<file path="config.mk">
export PLATFORM = sky130hd
export DESIGN_NAME = nnact_mul
export DESIGN_NICKNAME = d
export VERILOG_FILES = /design/src/sv/nnact_mul.sv
export SDC_FILE = /design/constraint.sdc
export NUM_CORES = 2
export LEC_CHECK = 0
export BUFFER_PORTS_ARGS = -buffer_cell sky130_fd_sc_hd__buf_2
export CORE_ASPECT_RATIO = 1.5
export CORE_UTILIZATION = 55
export DETAILED_ROUTE_END_ITERATION = 16
export PLACE_DENSITY = 0.76
export RECOVER_POWER = 50
export SLEW_MARGIN = 10
export SYNTH_ARGS = -nofsm -noshare
export SYNTH_HDL_FRONTEND = slang
export SYNTH_SLANG_ARGS = --single-unit
</file>
<file path="constraint.sdc">
create_clock -name clk_i -period 7.87 [get_ports clk_i]
set_input_delay 1.1805 -clock clk_i [delete_from_list [all_inputs] [get_ports clk_i]]
set_output_delay 1.1805 -clock clk_i [all_outputs]
set_load 0.01 [all_outputs]
</file>
<file path="src/sv/nnact_mul.sv">
// Shared signed 34x17 multiplier with registered product.
// Depends on nothing but the clock.
module nnact_mul (
  input  logic               clk_i,
  input  logic signed [33:0] a_i,
  input  logic signed [16:0] b_i,
  output logic signed [50:0] p_o
);

  always_ff @(posedge clk_i) begin
    p_o <= a_i * b_i;
  end

endmodule

</file>
==> reports/results.ini <==
[sta]
rsz0062_at_grt = false
fmax_mhz = 133
final-hold-violation-count = 0
tightest_slew_ps = 759
period_share = 0.952
slew_headroom = 0.494
finalSetupTns_ps = 0
slew_viol_final = 0
finalCriticalPeriod_ps = 7490
setup_viol = 0

[detailed_routing]
ant_nets = 0
drc = 0
drt_iter0_drc = 651
post_drt_wl_per_cell_um = 19.8
vias_per_cell = 5.52
num_vias = 15300
firstDrtPassIters = 7
route.final.wire_length_um = 54800

[placement]
dp_cells = 2762
dp_hpwl_um = 46300
gp_congestion = 0.904
port_buffers = 102

[critical_path]
critPathLaunchType = input port
worstPathArrival_ps = 7710
required_ps = 8090
cp_max_fo = 19
path_class = input port to flip-flop
cp-end-kind = flip-flop

[finish]
largest_register = p_o
final_cell_count_no_fill = 2772
largest_register_ffs = 51
nets = 3007
layout-drive-gt1-share = 0.0512
fillers = 3183
syn_to_final_growth_pct = 6.02
reg_top3 = p_o x51

[yosys]
synth_edf_count = 0
yosysSeqAreaShare = 0.0495
netlist_area_um2 = 20600
synth-main-ff-cell = dfxtp_1
yosys_warnings = 0
ys_ff_latch = 51
synth_top_cell_area_share = 0.535
yosysMostFrequentCell = fa_1
synth_area_leaders = fa_1 53%, inv_1 9.6%, and2_1 7.6%
synth_cell_types = 52
async_flop_share = 0
syn_inst = 2228
syn_nets = 2950
yosys-top-cells-count = 551 x fa_1, 528 x inv_1, 330 x nand2_1, 252 x and2_1, 119 x ha_1
syn_avg_cell_area_um2 = 9.26
synth.largest_area_cell = fa_1

[clock_network]
path_clk_slew_ps = 80
cts_tree = done
cts.sinks = 51
cts_buffers = 5
cts-root-buf = clkbuf_16
cts_max_level = 2
hold_buffers = 0
cts_resized = 0
cts_setup_buffers = 0
clockBufferDepth = 2

[global_route]
grt_pass1_vias = 18100
grt_start_max_net_pins = 35
grt_busiest_layer = met2
use_met1 = 0.298
grt_pass1_wl_um = 90200
antenna_found_initial = 5
gr-usage-met2 = 0.592
grt_usage = 0.310
overflow = 0
met3_usage = 0.0417

[hold_path]
worstHoldPathType = input port to flip-flop

[die]
die_width_um = 160
start_util = 0.561
dieArea_um2 = 38300
std_cell_rows = 86
ioPinCount = 103
fp.coreArea_um2 = 36800
die_y_um = 239

[run_status]
status = finished, final reports clean

[job]
cap_violations = 0

worst paths after layout:
path                  startpoint  endpoint  slack [ps]  cells after the start
worst max-delay path      b_i[3]   p_o[45]         380                     23
worst min-delay path      a_i[0]    p_o[0]        1480                      3
routing by layer:
layer	part of all wire	wire (um)
met5	0.00062	34
met4	0.086	4720
met3	0.044	2430
met2	0.56	30500
met1	0.31	17100
cell usage in the layout (no fill, tap or decap), types with 8 or more instances in the layout:
cell | synthesis | routed
fa_1 | 551 | 551
and2_1 | 252 | 252
buf_4 | 0 | 39
clkbuf_1 | 94 | 50
ha_1 | 119 | 119
inv_1 | 528 | 528
xor2_1 | 19 | 19
nand2_1 | 330 | 330
nor2_1 | 62 | 62
buf_2 | 0 | 52
a21o_1 | 21 | 21
xnor2_1 | 30 | 30
nand3_1 | 8 | 8
o21ai_0 | 30 | 30
dfxtp_1 | 51 | 51
o21bai_1 | 8 | 8
nand2b_1 | 8 | 8
a21oi_1 | 40 | 40
kinds of logic (layout without fill, tap and decap cells):
kind of cell    after synthesis  count (layout)  share of synthesized area
flops                        51              51                     0.0495
fa+ha+maj                   670             670                      0.607
xor+xnor                     49              49                     0.0208
buf+inv                     624             682                      0.114
compound gates              146             146                     0.0483
simple gates                688             688                      0.161
other cells                   0               2                          0
worst max-delay path: stages:
cell	delay [ps]
buf_2	470
buf_4	270
nand2_1	120
fa_1	530
fa_1	510
fa_1	520
inv_1	60
fa_1	500
fa_1	500
inv_1	50
fa_1	490
inv_1	50
ha_1	280
a21oi_1	330
o21bai_1	170
a221oi_1	430
o21ai_0	180
a31oi_1	240
o41ai_2	160
buf_4	180
a21bo_2	180
a211oi_1	220
nor2_1	50
area by class of cell:
cell class              instances  area, um2  area share
clock inverters                 3       27.5     0.00126
well taps                     484        606      0.0277
inverters                     528       1980      0.0906
clock buffers                   5        125     0.00572
multi-input cells            1553      17300       0.789
repair buffers                146        841      0.0384
diodes                          2       5.00    0.000229
flip-flops and latches         51       1020      0.0467
per-stage QoR:
| step | cell area, um2 | hold WS, ps | utilization | worst slack (ps) |
|---|---|---|---|---|
| 5_1_grt | 21900 | 1470 | 0.594 | 130 |
| 6_report | 21900 | 1480 | 0.594 | 378 |
| 3_3_place_gp | 21800 | 1580 | 0.592 | 227 |
| 2_1_floorplan | 20600 | 1310 | - | 702 |
| 4_1_cts | 21900 | 1460 | 0.596 | 469 |
| 3_5_place_dp | 21800 | 1570 | 0.592 | 119 |
Power is left out: the tool's default activity adds up to more than one toggle a clock period on the data nets, which glitch-free logic cannot reach.
