## src/sv/nnact_pkg.sv

```systemverilog
// Package for the activation unit: sizes, codes, state types and the exp table.
// No dependencies.
package nnact_pkg;

  localparam int MAX_ELEMENTS = 4096;
  localparam int MAX_ROW      = 64;
  localparam int SAVED_AW     = $clog2(MAX_ELEMENTS);
  localparam int ROW_AW       = $clog2(MAX_ROW);
  localparam int CNT_W        = $clog2(MAX_ROW + 1);
  localparam int ACC_W        = 31;
  localparam int SUM_W        = ACC_W + ROW_AW;
  localparam int NUM_W        = 43;
  localparam int QUO_W        = 13;
  localparam int ROW_W        = 28;

  typedef enum logic [1:0] {
    MODE_LIN  = 2'd0,
    MODE_SIG  = 2'd1,
    MODE_SMAX = 2'd2,
    MODE_RELU = 2'd3
  } mode_e;

  typedef enum logic [3:0] {
    ST_IDLE, ST_BWD, ST_GRAD1, ST_GRAD2, ST_GRAD3, ST_ROW_RD, ST_ROW_X,
    ST_EXP, ST_MLO, ST_MHI, ST_MACC, ST_DIV, ST_EMIT
  } state_e;

  typedef enum logic [1:0] {
    CTX_SIG, CTX_SUM, CTX_OUT
  } ctx_e;

  // exp(-2^(k-12)) in Q30
  function automatic logic [29:0] exp_tab(input logic [3:0] k);
    logic [29:0] t;
    case (k)
      4'd0:    t = 30'd1073479712;
      4'd1:    t = 30'd1073217664;
      4'd2:    t = 30'd1072693760;
      4'd3:    t = 30'd1071646719;
      4'd4:    t = 30'd1069555701;
      4'd5:    t = 30'd1065385899;
      4'd6:    t = 30'd1057095000;
      4'd7:    t = 30'd1040706261;
      4'd8:    t = 30'd1008687096;
      4'd9:    t = 30'd947573834;
      4'd10:   t = 30'd836230973;
      4'd11:   t = 30'd651257337;
      4'd12:   t = 30'd395007542;
      4'd13:   t = 30'd145315154;
      4'd14:   t = 30'd19666268;
      4'd15:   t = 30'd360200;
      default: t = 30'd0;
    endcase
    return t;
  endfunction

endpackage

```

## src/sv/nnact_div.sv

```systemverilog
// Restoring divider, one quotient bit per cycle, quotient known to fit QUO_W bits.
// Depends on nnact_pkg.
module nnact_div import nnact_pkg::*; (
  input  logic             clk_i,
  input  logic             rst_ni,
  input  logic             start_i,
  input  logic [NUM_W-1:0] num_i,
  input  logic [SUM_W-1:0] den_i,
  output logic             busy_o,
  output logic [QUO_W-1:0] quo_o
);

  localparam int DSH_W = SUM_W + QUO_W - 1;
  localparam int CW    = $clog2(QUO_W + 1);

  logic             busy_q;
  logic [CW-1:0]    cnt_q;
  logic [NUM_W-1:0] rem_q;
  logic [DSH_W-1:0] dsh_q;
  logic [QUO_W-1:0] quo_q;
  logic             ge;
  logic [DSH_W-1:0] rem_ext;

  assign rem_ext = DSH_W'(rem_q);
  assign ge      = rem_ext >= dsh_q;

  always_ff @(posedge clk_i or negedge rst_ni) begin
    if (!rst_ni) begin
      busy_q <= 1'b0;
      cnt_q  <= '0;
    end else if (start_i) begin
      busy_q <= 1'b1;
      cnt_q  <= CW'(QUO_W);
    end else if (busy_q) begin
      cnt_q <= cnt_q - 1'b1;
      if (cnt_q == CW'(1)) begin
        busy_q <= 1'b0;
      end
    end
  end

  always_ff @(posedge clk_i) begin
    if (start_i) begin
      rem_q <= num_i;
      dsh_q <= {den_i, {(QUO_W-1){1'b0}}};
      quo_q <= '0;
    end else if (busy_q) begin
      if (ge) begin
        rem_q <= rem_q - dsh_q[NUM_W-1:0];
      end
      dsh_q <= dsh_q >> 1;
      quo_q <= {quo_q[QUO_W-2:0], ge};
    end
  end

  assign busy_o = busy_q;
  assign quo_o  = quo_q;

endmodule

```

## config.mk

```make
export PLATFORM = sky130hd
export DESIGN_NAME = nnact_div
export DESIGN_NICKNAME = d
export VERILOG_FILES = /design/src/sv/nnact_pkg.sv /design/src/sv/nnact_div.sv
export SDC_FILE = /design/constraint.sdc
export NUM_CORES = 1
export LEC_CHECK = 0
export ABC_CLOCK_PERIOD_IN_PS = 4650
export BUFFER_PORTS_ARGS = -buffer_cell sky130_fd_sc_hd__buf_4
export CAP_MARGIN = 20
export CORE_MARGIN = 2
export CORE_UTILIZATION = 40
export CTS_CLUSTER_SIZE = 14
export DETAILED_ROUTE_END_ITERATION = 7
export HOLD_SLACK_MARGIN = 0.02
export PLACE_DENSITY_LB_ADDON = 0.05
export SYNTH_ARGS = -nofsm -noshare
export SYNTH_HDL_FRONTEND = slang
export SYNTH_SLANG_ARGS = --single-unit
```

## constraint.sdc

```tcl
create_clock -name clk_i -period 4.65 [get_ports clk_i]
set_input_delay 1.395 -clock clk_i [delete_from_list [all_inputs] [get_ports clk_i]]
set_output_delay 1.395 -clock clk_i [all_outputs]
set_load 0.05 [all_outputs]
```

==> flow_summary_export.csv <==
group,metric,value,unit
global_route,grt_pass1_vias,5848,
sta,period_needed,3150,ps
synth,synth-main-ff-cell,"edfxtp_1",
place,placed_area,8150,um^2
sta,final_max_slew_viol_count,0,
global_route,grt-ovfl-total,0,
run_status,status,"complete, no violations",
clock_network,clk_pin_slew,80,ps
clock_network,root_buffer,"clkbuf_16",
setup_path,r2r_cells,10,
clock_network,postCtsHoldBufs,0,
setup_path,crit_end,"rem_q[24]$_DFFE_PP_",
pwr,finalPower,3.22,mW
place,gp_congestion,0.892,
finish,nets,1013,
clock_network,cts_max_level,3,
finish,drive_gt1_frac,0.157,
clock_network,cts_resized,0,
finish,final_cell_mix,"nand2_1, buf_4, o21ai_0, edfxtp_1, nor2_1",
synth,ys_ff_latch,110,
setup_path,crit_required,4740,ps
worst_hold_path,hold_path_class,"reg2reg",
flow_run,max_cap_violations,0,
global_route,grt_pass1_wl,29.9,mm
setup_path,cp.arrival,3240,ps
global_route,antenna_found_initial,0,
floorplanning,initial_utilization,0.406,
place,port_buffers,96,
sta,max_slew_margin,0.355,
setup_path,endpoint_kind,"flip-flop",
worst_hold_path,hold_depth,2,
synth,ys_top_cells_by_area,"edfxtp_1, ha_1, nand2_1",
sta,fin_tns_setup,0,ps
clock_network,post_cts_buffers,0,
setup_path,crit_buf_inv,1,
setup_path,timing.rr.end,"rem_q[24]$_DFFE_PP_",
route,drtIter0Drc,418,
setup_path,crit_chain,"ha_1, a21oi_1, o21bai_1, a221oi_1, nand2_1, a22o_1, o21a_1, nand4_1, nand3_2, buf_4",
setup_path,reg2reg_slack,1500,ps
sta,worst_hold_slack,500,ps
setup_path,path_depth,10,
setup_path,cp_max_fo,23,
synth,synth_cells,815,
sta,finalSetupViolCount,0,
synth,syn-num-nets,944,
clock_network,cts_tree,"done",
pwr,ir_worst_vdd,0.207,mV
sta,setup_slack,1500,ps
floorplanning,rows,49,
floorplanning,core,17900,um^2
setup_path,startpoint,"rem_q[10]$_DFFE_PP_",
sta,rsz0062_at_grt,"no",
setup_path,crit_family,"compound AO/OA/AOI/OAI gates",
sta,tightest_slew,966,ps
clock_network,clock_sinks,110,
setup_path,path_class,"reg2reg",
route,wl_per_cell,16.3,um
clock_network,cts_max_path_buffers,2,
setup_path,cpPeakStageDelay,410,ps
global_route,grt_max_degree,66,
global_route,grtUsageTotal,0.190,
finish,num-fill-cells,1753,
clock_network,cts_buffers,9,
route,postRouteAntennaNets,0,
finish,syn_to_final_growth,16.7,%
floorplanning,die-area,19300,um^2
finish,fin_area,8490,um^2
synth,synth_edf_count,80,
route,totalWireLength,18.3,mm
synth,yosys_warnings,0,
sta,max_freq,0.318,GHz
floorplanning,die_w,139,um
finish,n_antenna_cell,0,
sta,finClkSkew,10.3,ps
synth,syn_avg_cell_area,8.93,um^2
route,vias,5985,
synth,synth_area_leader_cell,"edfxtp_1",
setup_path,start_kind,"flip-flop",
clock_network,worst_skew_pair.late_latency,370,ps
sta,hold_viol,0,
floorplanning,fp.dieH,139,um
finish,final_common_cell,"nand2_1",
setup_path,slowest_stage,"ha_1",
synth,async_reset_ff_frac,0.0455,
synth,syn-cell-area,7280,um^2
floorplanning,pin_count,97,
setup_path,worstReg2RegStart,"rem_q[10]$_DFFE_PP_",
synth,ys_types,70,
place,pre_cts_slack,1330,ps
pwr,p_per_area,380,nW/um^2
pwr,leakagePower,3.73,nW
sta,fin_crit_sh,0.677,
route,drt-vias-per-instance,5.35,
route,drt_pre_antenna_iters,5,
place,hpwlAfterDp,13.2,mm
synth,synth_top_area_frac,0.330,
synth,seq_area_frac_synth,0.416,
route,drc,0,
-- Yosys cell counts (all sizes together) (2+ instances only) --
master,count
buf,5
nand2,134
inv,53
or3,4
nand3b,3
a21boi,2
and2,5
ha,45
a22o,10
nor4,5
and3,7
nor2,66
mux2,2
nor2b,6
o211ai,5
a311oi,4
o2111ai,2
dfxtp,25
nand4,9
o21a,9
a21o,20
o22ai,2
a211oi,7
nor4b,5
mux2i,26
a221o,2
a21oi,50
xor2,16
dfrtp,5
xnor2,16
a211o,2
edfxtp,80
o21bai,5
nor3,5
o21ai,88
nand2b,5
a31oi,5
clkbuf,39
nor3b,5
a221oi,4
nand3,9
o31ai,4
-- worst register-to-register path, cell delays in order (launching register included) --
cell and delay, ps:
edfxtp_1 380, ha_1 410, a21oi_1 340, o21bai_1 140
a221oi_1 370, nand2_1 190, a22o_1 280, o21a_1 220
nand4_1 130, nand3_2 90, buf_4 300
-- per-layer routing --
metal | up-vias | routed length, um | global-route usage
li1 | 3047 | - | -
met1 | 2788 | 8850 | 0.266
met2 | 134 | 8360 | 0.309
met3 | 16 | 792 | 0.0373
met4 | 0 | 243 | 0.0399
met5 | - | 0 | 0
-- flip-flops by register name, indices dropped and copies added, names as in the netlist --
name	cells
busy_o	1
cnt_q	4
dsh_q	49
quo_o	13
rem_q	43
-- where the power goes --
group / leakage [nW] / switching (mW) / total [mW] / internal [mW]
clock network: 0.150 / 0.429 / 0.818 / 0.389
logic: 2.49 / 0.697 / 1.17 / 0.475
registers: 1.09 / 0.0442 / 1.23 / 1.19
-- cell families after synthesis --
| family | share of synthesized area |
|---|---|
| flip-flops | 0.416 |
| AND/OR/NAND/NOR | 0.172 |
| adder cells (fa/ha/maj) | 0.0801 |
| AO/OA/AOI/OAI | 0.203 |
| buffers and inverters | 0.0511 |
| XOR/XNOR | 0.0385 |
| multiplexers | 0.0389 |
-- final cells by class --
type / instances / area [um^2] / share of cell area
clock buffers: 9 / 225 / 0.0265
clock inverters: 7 / 81.3 / 0.00958
inverters: 53 / 199 / 0.0234
multi-input cells: 608 / 3880 / 0.457
flip-flops and latches: 110 / 3030 / 0.357
well taps: 229 / 287 / 0.0338
repair buffers: 102 / 786 / 0.0926
-- per-stage QoR --
step           instances  utilization
2_1_floorplan        815            -
3_3_place_gp        1101        0.455
3_5_place_dp        1101        0.455
4_1_cts             1117        0.473
5_1_grt             1118        0.474
6_report            1118        0.474
-- worst min path at each step --
stage | startpoint | slack (ps) | end
floorplan | dsh_q[0]$_SDFFE_PP0P_ | 460 | dsh_q[0]$_SDFFE_PP0P_
global placement | quo_o[12]$_SDFFE_PP0P_ | 480 | quo_o[12]$_SDFFE_PP0P_
detailed placement | quo_o[12]$_SDFFE_PP0P_ | 490 | quo_o[12]$_SDFFE_PP0P_
CTS | quo_o[12]$_SDFFE_PP0P_ | 510 | quo_o[12]$_SDFFE_PP0P_
global route | quo_o[12]$_SDFFE_PP0P_ | 530 | quo_o[12]$_SDFFE_PP0P_
finish | quo_o[12]$_SDFFE_PP0P_ | 500 | quo_o[12]$_SDFFE_PP0P_
Note: power is estimated with default switching activity, not from simulation.
