$ cat config.mk
export PLATFORM = sky130hd
export DESIGN_NAME = nnact_ram
export DESIGN_NICKNAME = d
export VERILOG_FILES = /design/src/sv/nnact_ram.sv
export SDC_FILE = /design/constraint.sdc
export NUM_CORES = 1
export LEC_CHECK = 0
export ABC_AREA = 1
export BUFFER_PORTS_ARGS = -buffer_cell sky130_fd_sc_hd__buf_2
export CAP_MARGIN = 20
export CORE_UTILIZATION = 31
export CTS_CLUSTER_SIZE = 12
export DETAILED_ROUTE_END_ITERATION = 10
export PLACE_DENSITY = 0.5
export SLEW_MARGIN = 20
export SYNTH_ARGS = -nofsm -noshare
export SYNTH_HDL_FRONTEND = slang
export SYNTH_SLANG_ARGS = --single-unit
$ cat constraint.sdc
create_clock -name clk_i -period 3.6 [get_ports clk_i]
set_clock_uncertainty 0.15 [all_clocks]
set_input_delay 0.54 -clock clk_i [delete_from_list [all_inputs] [get_ports clk_i]]
set_output_delay 0.54 -clock clk_i [all_outputs]
set_load 0.005 [all_outputs]
$ cat src/sv/nnact_ram.sv
// Generic single-write, single-read RAM with registered read data.
// No dependencies.
module nnact_ram #(
  parameter int WIDTH = 16,
  parameter int DEPTH = 64
) (
  input  logic                     clk_i,
  input  logic                     we_i,
  input  logic [$clog2(DEPTH)-1:0] waddr_i,
  input  logic [WIDTH-1:0]         wdata_i,
  input  logic [$clog2(DEPTH)-1:0] raddr_i,
  output logic [WIDTH-1:0]         rdata_o
);

  logic [WIDTH-1:0] mem [DEPTH];

  always_ff @(posedge clk_i) begin
    if (we_i) begin
      mem[waddr_i] <= wdata_i;
    end
    rdata_o <= mem[raddr_i];
  end

endmodule

==> results.cfg, run 1 <==
[route]
drc = 0
firstDrtPassIters = 6
wirelength_um = 125000
drt_iter0_drc = 2681
wl_per_cell_um = 22.8
ant_nets = 0
viasPerCell = 4.95
num_vias = 27108

[grt]
grtUsageTotal_pct = 18.0
grt_max_degree = 126
overflow = 0
grt_pass1_wl_um = 181000
first_global_vias = 25625
antenna_found_initial = 5

[status]
status = finished, final reports clean

[floorplanning]
initial_core_util_pct = 31.4
die_area_mm2 = 0.137
fp-row-count = 134
die_y_um = 371
io_pins = 46
core_area_mm2 = 0.134
die_w_um = 371

[cells_and_area]
nFillCells = 13170
area_growth_pct = 14.6
utilization_pct = 36.0
multi_input_area_mm2 = 0.00965
postLayoutCellArea_mm2 = 0.0483
register_area_mm2 = 0.0311
drive_above_1_share_pct = 10.4
finalNetCount = 3647

[clock_network]
cts_buffers = 108
clkSlewWorstSetupHoldPaths_ns = 0.07
cts_tree = done
cts_sinks = 1040
cts_max_level = 3
clockBufferDepth = 3
insertion_delay_ns = 0.71
cts_resized = 0
clockRootBuffer = clkbuf_16

[critical_path]
rr_startpoint = mem[23][1]
rr_worst_depth = 8
rrSetupSlack_ns = 1.68
cp_max_fo = 85
cp_data_required_time_ns = 4.08
crit_arrival_ns = 3.00
critPathCapture = rdata_o[0]
crit_chain = buf_8 > buf_12 > buf_4 > nand2_1 > nand3_1 > nand3_1 > nand2_1 > nand2_1 > nand3_1 > nand3_1 > nand2_1
cpPeakStageDelay_ns = 0.48
crit_start = raddr_i[0]
cp-start-kind = input port
r2r-end = rdata_o[1]
end_kind = flip-flop
crit_path_top_delay_cell = nand3_1
critical_path_class = in2reg

[yosys]
ys_warn_count = 0
netlist.area_leader.share_pct = 73.0
synth_top_area_cell = edfxtp_1
yosys_register_bits = 1040
seq_area_frac_synth_pct = 73.8
syn_inst = 3517
syn_avg_cell_area_um2 = 12.0
syn_nets = 3547
syn_area_mm2 = 0.0421
synthDistinctLibCells = 16
synthTopCellsByArea = edfxtp_1 (73%), nand2_1 (12%), nand3_1 (10%)

[timing]
whs_ns = 0.0448
report.final.hold_viol_count = 0
setup-tns-final_ns = 0
period_needed_ns = 2.52
max_slew_margin_pct = 28.3
setup_viol = 0
rsz0062_at_grt = no
final_max_slew_viol_count = 0
fmax_ghz = 0.397
fin_crit_sh_pct = 70.0
worst_slew_pin_slew_ns = 1.08

[power]
p_total_uw = 25800
power.leakage_uw = 0.0172
ir_worst_vdd_uv = 347
power_density_mw_per_mm2 = 534

[placement]
dp_hpwl_um = 72700
place_congestion = 0.867
place_area_mm2 = 0.0449
portBuffers = 45

[run]
maxCapViolations = 0

[hold_path]
hold_path.class = in2reg
==> placed cells by master (no fill, tap or decap), types with 2 or more instances in the layout <==
master,Yosys,final
edfxtp_1,1024,1024
inv_1,9,8
buf_12,0,33
inv_16,0,2
nand3_1,871,871
clkbuf_8,0,4
nor4_2,0,8
dlygate4sd3_1,0,2
nand4_1,9,9
clkbuf_16,0,112
clkinv_1,0,24
nand2_1,1296,1296
clkbuf_1,26,38
clkinvlp_4,0,3
dfxtp_1,16,16
nor2_2,0,24
buf_2,113,41
buf_4,19,136
buf_8,1,2
bufinv_16,0,3
clkinv_2,0,11
nor2_1,56,32
==> worst min-delay path by stage <==
stage          startpoint          to  slack (ns)  cells past startpoint
2_1_floorplan  wdata_i[0]   mem[0][0]        0.49                      0
3_3_place_gp   wdata_i[6]  mem[11][6]        0.66                      1
3_5_place_dp   mem[48][1]  rdata_o[1]        0.66                      8
4_1_cts        wdata_i[1]  mem[40][1]        0.02                      1
5_1_grt        wdata_i[1]  mem[40][1]        0.03                      1
6_report       wdata_i[1]  mem[40][1]        0.04                      1
==> power breakdown <==
group	internal, uW	switching (uW)	leakage, uW
clock	5980	4620	0.00160
sequential	13400	65.0	0.00935
combinational	429	1260	0.00622
total	19800	5950	0.0172
==> layer usage <==
layer | part of all wire [%] | GRT usage (%)
met3 | 7.0 | 4.13
met4 | 2.5 | 5.05
met2 | 45 | 27.8
met1 | 45 | 25.2
met5 | 0.030 | 0
==> critical path: cells and delay by family <==
kind / cells / cell delay [ns]
buf+inv: 3 / 1.09
simple gates: 8 / 1.28
==> flip-flops by register name, indices dropped and copies added, names as in the netlist <==
register / count
mem: 1024
rdata_o: 16
==> final cells by class <==
type | instances | share of cell area, %
clock buffers | 154 | 6.22
clock inverters | 44 | 0.627
flip-flops and latches | 1040 | 64.4
inverters | 12 | 0.148
diodes | 1 | 0.00519
repair buffers | 215 | 4.04
multi-input cells | 2240 | 20.0
well taps | 1768 | 4.58
==> kinds of logic (layout without fill, tap and decap cells) <==
family / count (synthesis) / in the layout / synth area share [%]
flip-flops: 1040 / 1040 / 73.8
other: 0 / 1 / 0
buffers and inverters: 237 / 425 / 3.54
AND/OR/NAND/NOR: 2240 / 2240 / 22.7
==> stage by stage <==
step	worst slack (ns)	instances
6_report	1.08	5474
5_1_grt	0.869	5473
4_1_cts	1.20	5473
3_5_place_dp	0.454	5273
3_3_place_gp	0.415	5273
2_1_floorplan	0.356	3517
==> cell usage after synthesis <==
cell / count
nor4_1: 8
buf_8: 1
buf_6: 49
nor2_1: 56
buf_1: 17
clkbuf_1: 26
inv_1: 9
buf_2: 113
dfxtp_1: 16
nand4_1: 9
nand3_1: 871
nand2_1: 1296
edfxtp_1: 1024
inv_8: 1
inv_2: 2
buf_4: 19
==> repair_timing <==
item                                   in CTS  in global routing
buffers inserted                            0                  0
endpoints found under the hold margin       5                  0
hold buffers                                2                  0
Note: power is estimated with default switching activity, not from simulation.
==> inputs of run 2 (changes only) <==
--- a/config.mk
+++ b/config.mk
@@ -11,7 +11,7 @@
 export CORE_UTILIZATION = 31
 export CTS_CLUSTER_SIZE = 12
 export DETAILED_ROUTE_END_ITERATION = 10
-export PLACE_DENSITY = 0.5
+export PLACE_DENSITY = 0.52
 export SLEW_MARGIN = 20
 export SYNTH_ARGS = -nofsm -noshare
 export SYNTH_HDL_FRONTEND = slang
==> constraint.sdc (replaced) <==
create_clock -name clk_i -period 2.3 [get_ports clk_i]
set_clock_uncertainty 0.15 [all_clocks]
set_input_delay 0.345 -clock clk_i [delete_from_list [all_inputs] [get_ports clk_i]]
set_output_delay 0.345 -clock clk_i [all_outputs]
set_load 0.005 [all_outputs]
==> run 2 against run 1 <==
Cell count rose by 1.8%. Worst setup slack lost 0.77 ns. Clock power is 54% higher. Flip-flop and latch count unchanged. Final area rose by 3.9%. Critical path depth down 10. Power up 56%.
==> results.cfg, run 2 (synthesized netlist as in run 1, its figures left out) <==
[status]
status = finished, final reports clean

[route]
num_vias = 27356
viasPerCell = 4.91
wl_per_cell_um = 21.5
ant_nets = 0
wirelength_um = 120000
drc = 0
firstDrtPassIters = 5
drt_iter0_drc = 2492

[critical_path]
cp_data_required_time_ns = 1.80
crit_path_top_delay_cell = dfxtp_1
cpPeakStageDelay_ns = 0.58
critPathBufInv = 1
crit_family = flip-flops
crit_chain = buf_2
cp_max_fo = 1
crit_arrival_ns = 1.50
cp-start-kind = flip-flop
critical_path_class = reg2out
end_kind = primary output

[clock_network]
cts_setup_buffers = 0
clockRootBuffer = clkbuf_16
cts_buffers = 106
clkSlewWorstSetupHoldPaths_ns = 0.06
cts_tree = done
cts_sinks = 1040
cts_resized = 0
clockBufferDepth = 3
insertion_delay_ns = 0.71
cts_max_level = 3

[placement]
portBuffers = 45
dp_hpwl_um = 70800
place_congestion = 0.816

[cells_and_area]
drive_above_1_share_pct = 12.0
layout_common_cells = nand2_1 (1296), edfxtp_1 (1024), nand3_1 (871)
layout_commonest_cell = nand2_1
finalNetCount = 3748
largest_reg_flops = 1024
regMostFlops = mem
nFillCells = 12966
reg_top3 = mem (1024), rdata_o (16)
area_growth_pct = 19.1

[floorplanning]
die_y_um = 371
fp-row-count = 134
io_pins = 46
initial_core_util_pct = 31.4
core_area_mm2 = 0.134
die_w_um = 371
die_area_mm2 = 0.137

[timing]
worst_slew_pin_slew_ns = 0.809
final_max_slew_viol_count = 0
rsz0062_at_grt = no
max_slew_margin_pct = 46.1
setup_viol = 0
fin_crit_sh_pct = 86.6
whs_ns = 0.0319
report.final.hold_viol_count = 0
fmax_ghz = 0.502
period_needed_ns = 1.99

[hold_path]
hold_path.class = in2reg

[power]
p_total_uw = 40200
ir_worst_vdd_uv = 553
power.leakage_uw = 0.0179
power_density_mw_per_mm2 = 803

[grt]
antenna_found_initial = 8
grt_pass1_wl_um = 177000
overflow = 0
first_global_vias = 26532
grt_max_degree = 65
grtUsageTotal_pct = 17.3

[run]
maxCapViolations = 0
==> run 2: cell count changes in the layout (fill, tap and decap cells not counted), moves of 7 or more <==
| cell | previous run | this run |
|---|---|---|
| nor4_2 | 8 | 0 |
| nor2_2 | 24 | 12 |
| clkinv_2 | 11 | 4 |
| buf_12 | 33 | 121 |
| dlygate4sd3_1 | 2 | 13 |
| nor2_1 | 32 | 44 |
| diode_2 | 1 | 8 |
| nor4_4 | 0 | 8 |
==> run 2: routing by layer <==
layer  part of all wire (%)  GRT usage (%)
met1                     46           24.8
met4                    2.1           4.17
met3                    6.6           3.27
met2                     46           27.1
met5                  0.026              0
==> run 2: through the flow <==
stage          instances  util (%)  setup TNS, ns  area, um2  worst slack, ns
2_1_floorplan       3517         -         -50.44      42100           -0.247
3_3_place_gp        5365      34.9         -0.212      46800           -0.107
3_5_place_dp        5365      34.9         -0.216      46800           -0.105
4_1_cts             5567      37.4              0      50100            0.279
5_1_grt             5567      37.4              0      50100            0.278
6_report            5575      37.4              0      50100            0.308
==> run 2: layout make-up <==
cell class                 count  area (um2)  share of cell area, %
clock buffer                 153        2900                   5.79
antenna                        8        20.0                 0.0399
timing repair buffer         318        3850                   7.68
tap                         1768        2210                   4.41
multi-input combinational   2240        9690                   19.3
clock inverter                36         308                  0.614
inverter                      12        71.3                  0.142
sequential                  1040       31100                   62.0
==> run 2: final timing paths <==
check | start | endpoint | slack, ns | depth (start not counted)
worst min register to register | mem[30][15] | rdata_o[15] | 0.64 | 8
worst min-delay path | wdata_i[14] | mem[19][14] | 0.03 | 2
worst max-delay path | rdata_o[15] | rdata_o[15] | 0.31 | 1
worst max register to register | mem[15][5] | rdata_o[5] | 0.60 | 8
==> run 2: what timing repair did <==
| item | in CTS | in global routing |
|---|---|---|
| hold buffers | 13 | 0 |
| endpoints found under the setup margin | 0 | 0 |
| endpoints found under the hold margin | 225 | 0 |
==> run 2: power breakdown <==
group	leakage (uW)	internal (uW)	switching [uW]
Combinational	0.00705	918	1930
Clock	0.00154	9150	7190
Sequential	0.00935	21000	82.3
Total	0.0179	31000	9190
==> inputs of run 3 (changes only) <==
--- a/config.mk
+++ b/config.mk
@@ -12,6 +12,7 @@
 export CTS_CLUSTER_SIZE = 12
 export DETAILED_ROUTE_END_ITERATION = 10
 export PLACE_DENSITY = 0.52
+export RECOVER_POWER = 50
 export SLEW_MARGIN = 20
 export SYNTH_ARGS = -nofsm -noshare
 export SYNTH_HDL_FRONTEND = slang
==> run 3 against run 2 <==
The flow now finishes with violations (max-capacitance violations, max-slew violations). Power about the same. Fmax down 3.9%. Routed wire length up 0.14%. Worst setup slack worse by 0.082 ns. Via count about the same. Worst hold slack better by 0.17 ns. Cell count about the same. Sequential share of layout area up 0.41 points. Combinational power down 2%. Final area down 0.66%.
==> results.cfg, run 3 (synthesized netlist as in run 1, its figures left out) <==
[power]
p_clk_share_pct = 40.6
sequentialPowerShare_pct = 52.4
ir_worst_vdd_uv = 554
p_sw_share_pct = 22.9
p_total_uw = 40200
pwr-share-comb_pct = 6.9
p_sw_uw = 9190
power_density_mw_per_mm2 = 807
cell_internal_pwr_uw = 31000
power.leakage_uw = 0.0178

[route]
wl_met2_um = 54700
wl_per_cell_um = 21.5
num_vias = 27344
wl_met1_um = 54900
viasPerCell = 4.91
drt_iter0_drc = 2468
ant_nets = 0
top_layer = met5
wl_met3_um = 7640
drc = 0
firstDrtPassIters = 5
wirelength_um = 120000

[cells_and_area]
largest_reg_flops = 1024
postLayoutCellArea_mm2 = 0.0498
regMostFlops = mem
reg_top3 = mem (1024), rdata_o (16)
nFillCells = 13013
layout_common_cells = nand2_1 (1296), edfxtp_1 (1024), nand3_1 (871)
area_growth_pct = 18.3
layout_commonest_cell = nand2_1
multi_input_area_mm2 = 0.00966
register_area_mm2 = 0.0311
stdcell_count = 5574
drive_above_1_share_pct = 11.4
finalNetCount = 3748

[status]
violations = max-capacitance violations, max-slew violations
status = finished with violations

[floorplanning]
die_y_um = 371
io_pins = 46
core_area_mm2 = 0.134
die_area_mm2 = 0.137
die_w_um = 371
initial_core_util_pct = 31.4
fp-row-count = 134

[grt]
antenna_found_initial = 8
overflow = 0
grtUsageTotal_pct = 17.3
first_global_vias = 26532
grt_max_degree = 65
grt_pass1_wl_um = 177000

[critical_path]
crit_arrival_ns = 2.22
rrSetupSlack_ns = 0.61
critPathBufInv = 3
cp_max_fo = 16
cpPeakStageDelay_ns = 1.06
cp-start-kind = input port
crit_top_cell = clkbuf_1
crit_family = buffers and inverters
crit_chain = clkbuf_1 > nand4_1 > clkbuf_2 > nor2_2 > clkbuf_1
cp_data_required_time_ns = 2.44
end_kind = flip-flop
crit_path_top_delay_cell = clkbuf_1
critical_path_class = in2reg
r2r-end = rdata_o[5]
cp.depth = 5
rr_startpoint = mem[15][5]
rr_worst_depth = 8

[placement]
place_area_mm2 = 0.0468
dp_hpwl_um = 70800
place_inst = 5365
place_congestion = 0.816
portBuffers = 45

[timing]
fin_crit_sh_pct = 90.2
max_slew_margin_pct = -12.0
setup_viol = 0
report.final.hold_viol_count = 0
fmax_ghz = 0.482
rsz0062_at_grt = no
final_max_slew_viol_count = 677
worst_slew_pin_slew_ns = 1.68
setup-tns-final_ns = 0
period_needed_ns = 2.07
whs_ns = 0.197

[hold_path]
hold_path.class = in2reg
hp-start = raddr_i[3]
hold_end = rdata_o[2]
holdPathStages = 6

[clock_network]
clkSlewWorstSetupHoldPaths_ns = 0.06
insertion_delay_ns = 0.71
cts_tree = done
cts_resized = 0
cts_buffers = 106
cts_max_level = 3
cts_sinks = 1040
clockBufferDepth = 3
clockRootBuffer = clkbuf_16

[run]
maxCapViolations = 10
## run 3: cell count changes in the layout (fill, tap and decap cells not counted), sizes merged
| cell | delta |
|---|---|
| buf | -33 |
| clkbuf | +33 |
| diode | -1 |
## run 3: layout make-up
type                       instances  area share [%]
antenna                            7          0.0352
clock buffer                     153            5.82
clock inverter                    36           0.618
inverter                          12           0.143
multi-input combinational       2240            19.4
sequential                      1040            62.4
tap                             1768            4.44
timing repair buffer             318            7.13
## run 3: worst max path at each step
stage                      from          end  slack (ns)
finish               waddr_i[2]  mem[47][13]        0.23
global route         waddr_i[0]  mem[46][11]        0.16
CTS                 rdata_o[15]  rdata_o[15]        0.28
detailed placement   raddr_i[0]   rdata_o[5]       -0.11
global placement     raddr_i[0]   rdata_o[5]       -0.11
floorplan                  we_i   mem[48][0]       -0.25
## run 3: power groups by stage
stage               Clock (uW)  Combinational [uW]  Sequential (uW)
floorplan                    0                1410            21400
global placement             0                2840            21500
detailed placement           0                2850            21500
CTS                      16700                2870            21100
global route             17400                3040            21100
finish                   16300                2790            21100
## run 3: what timing repair did
action                                  4_1_cts  5_1_grt
hold buffers                                 13        0
endpoints found under the setup margin        0        0
buffers inserted                              0        0
hold endpoints to repair                    225        0
## run 3: worst min-delay path: stages
cell	delay, ns
buf_2	0.15
buf_12	0.19
nand2_1	0.09
nand3_1	0.09
nand3_1	0.09
nand2_1	0.05
## run 3: metrics by stage
step	worst slack, ns	utilization, %
2_1_floorplan	-0.247	-
3_3_place_gp	-0.107	34.9
3_5_place_dp	-0.105	34.9
4_1_cts	0.279	37.4
5_1_grt	0.162	37.1
6_report	0.226	37.1
## run 3: routing by layer
layer,GRT usage [%],vias up
met3,3.27,175
li1,-,12823
met5,0,-
met4,4.17,6
met2,27.1,724
met1,24.8,13616
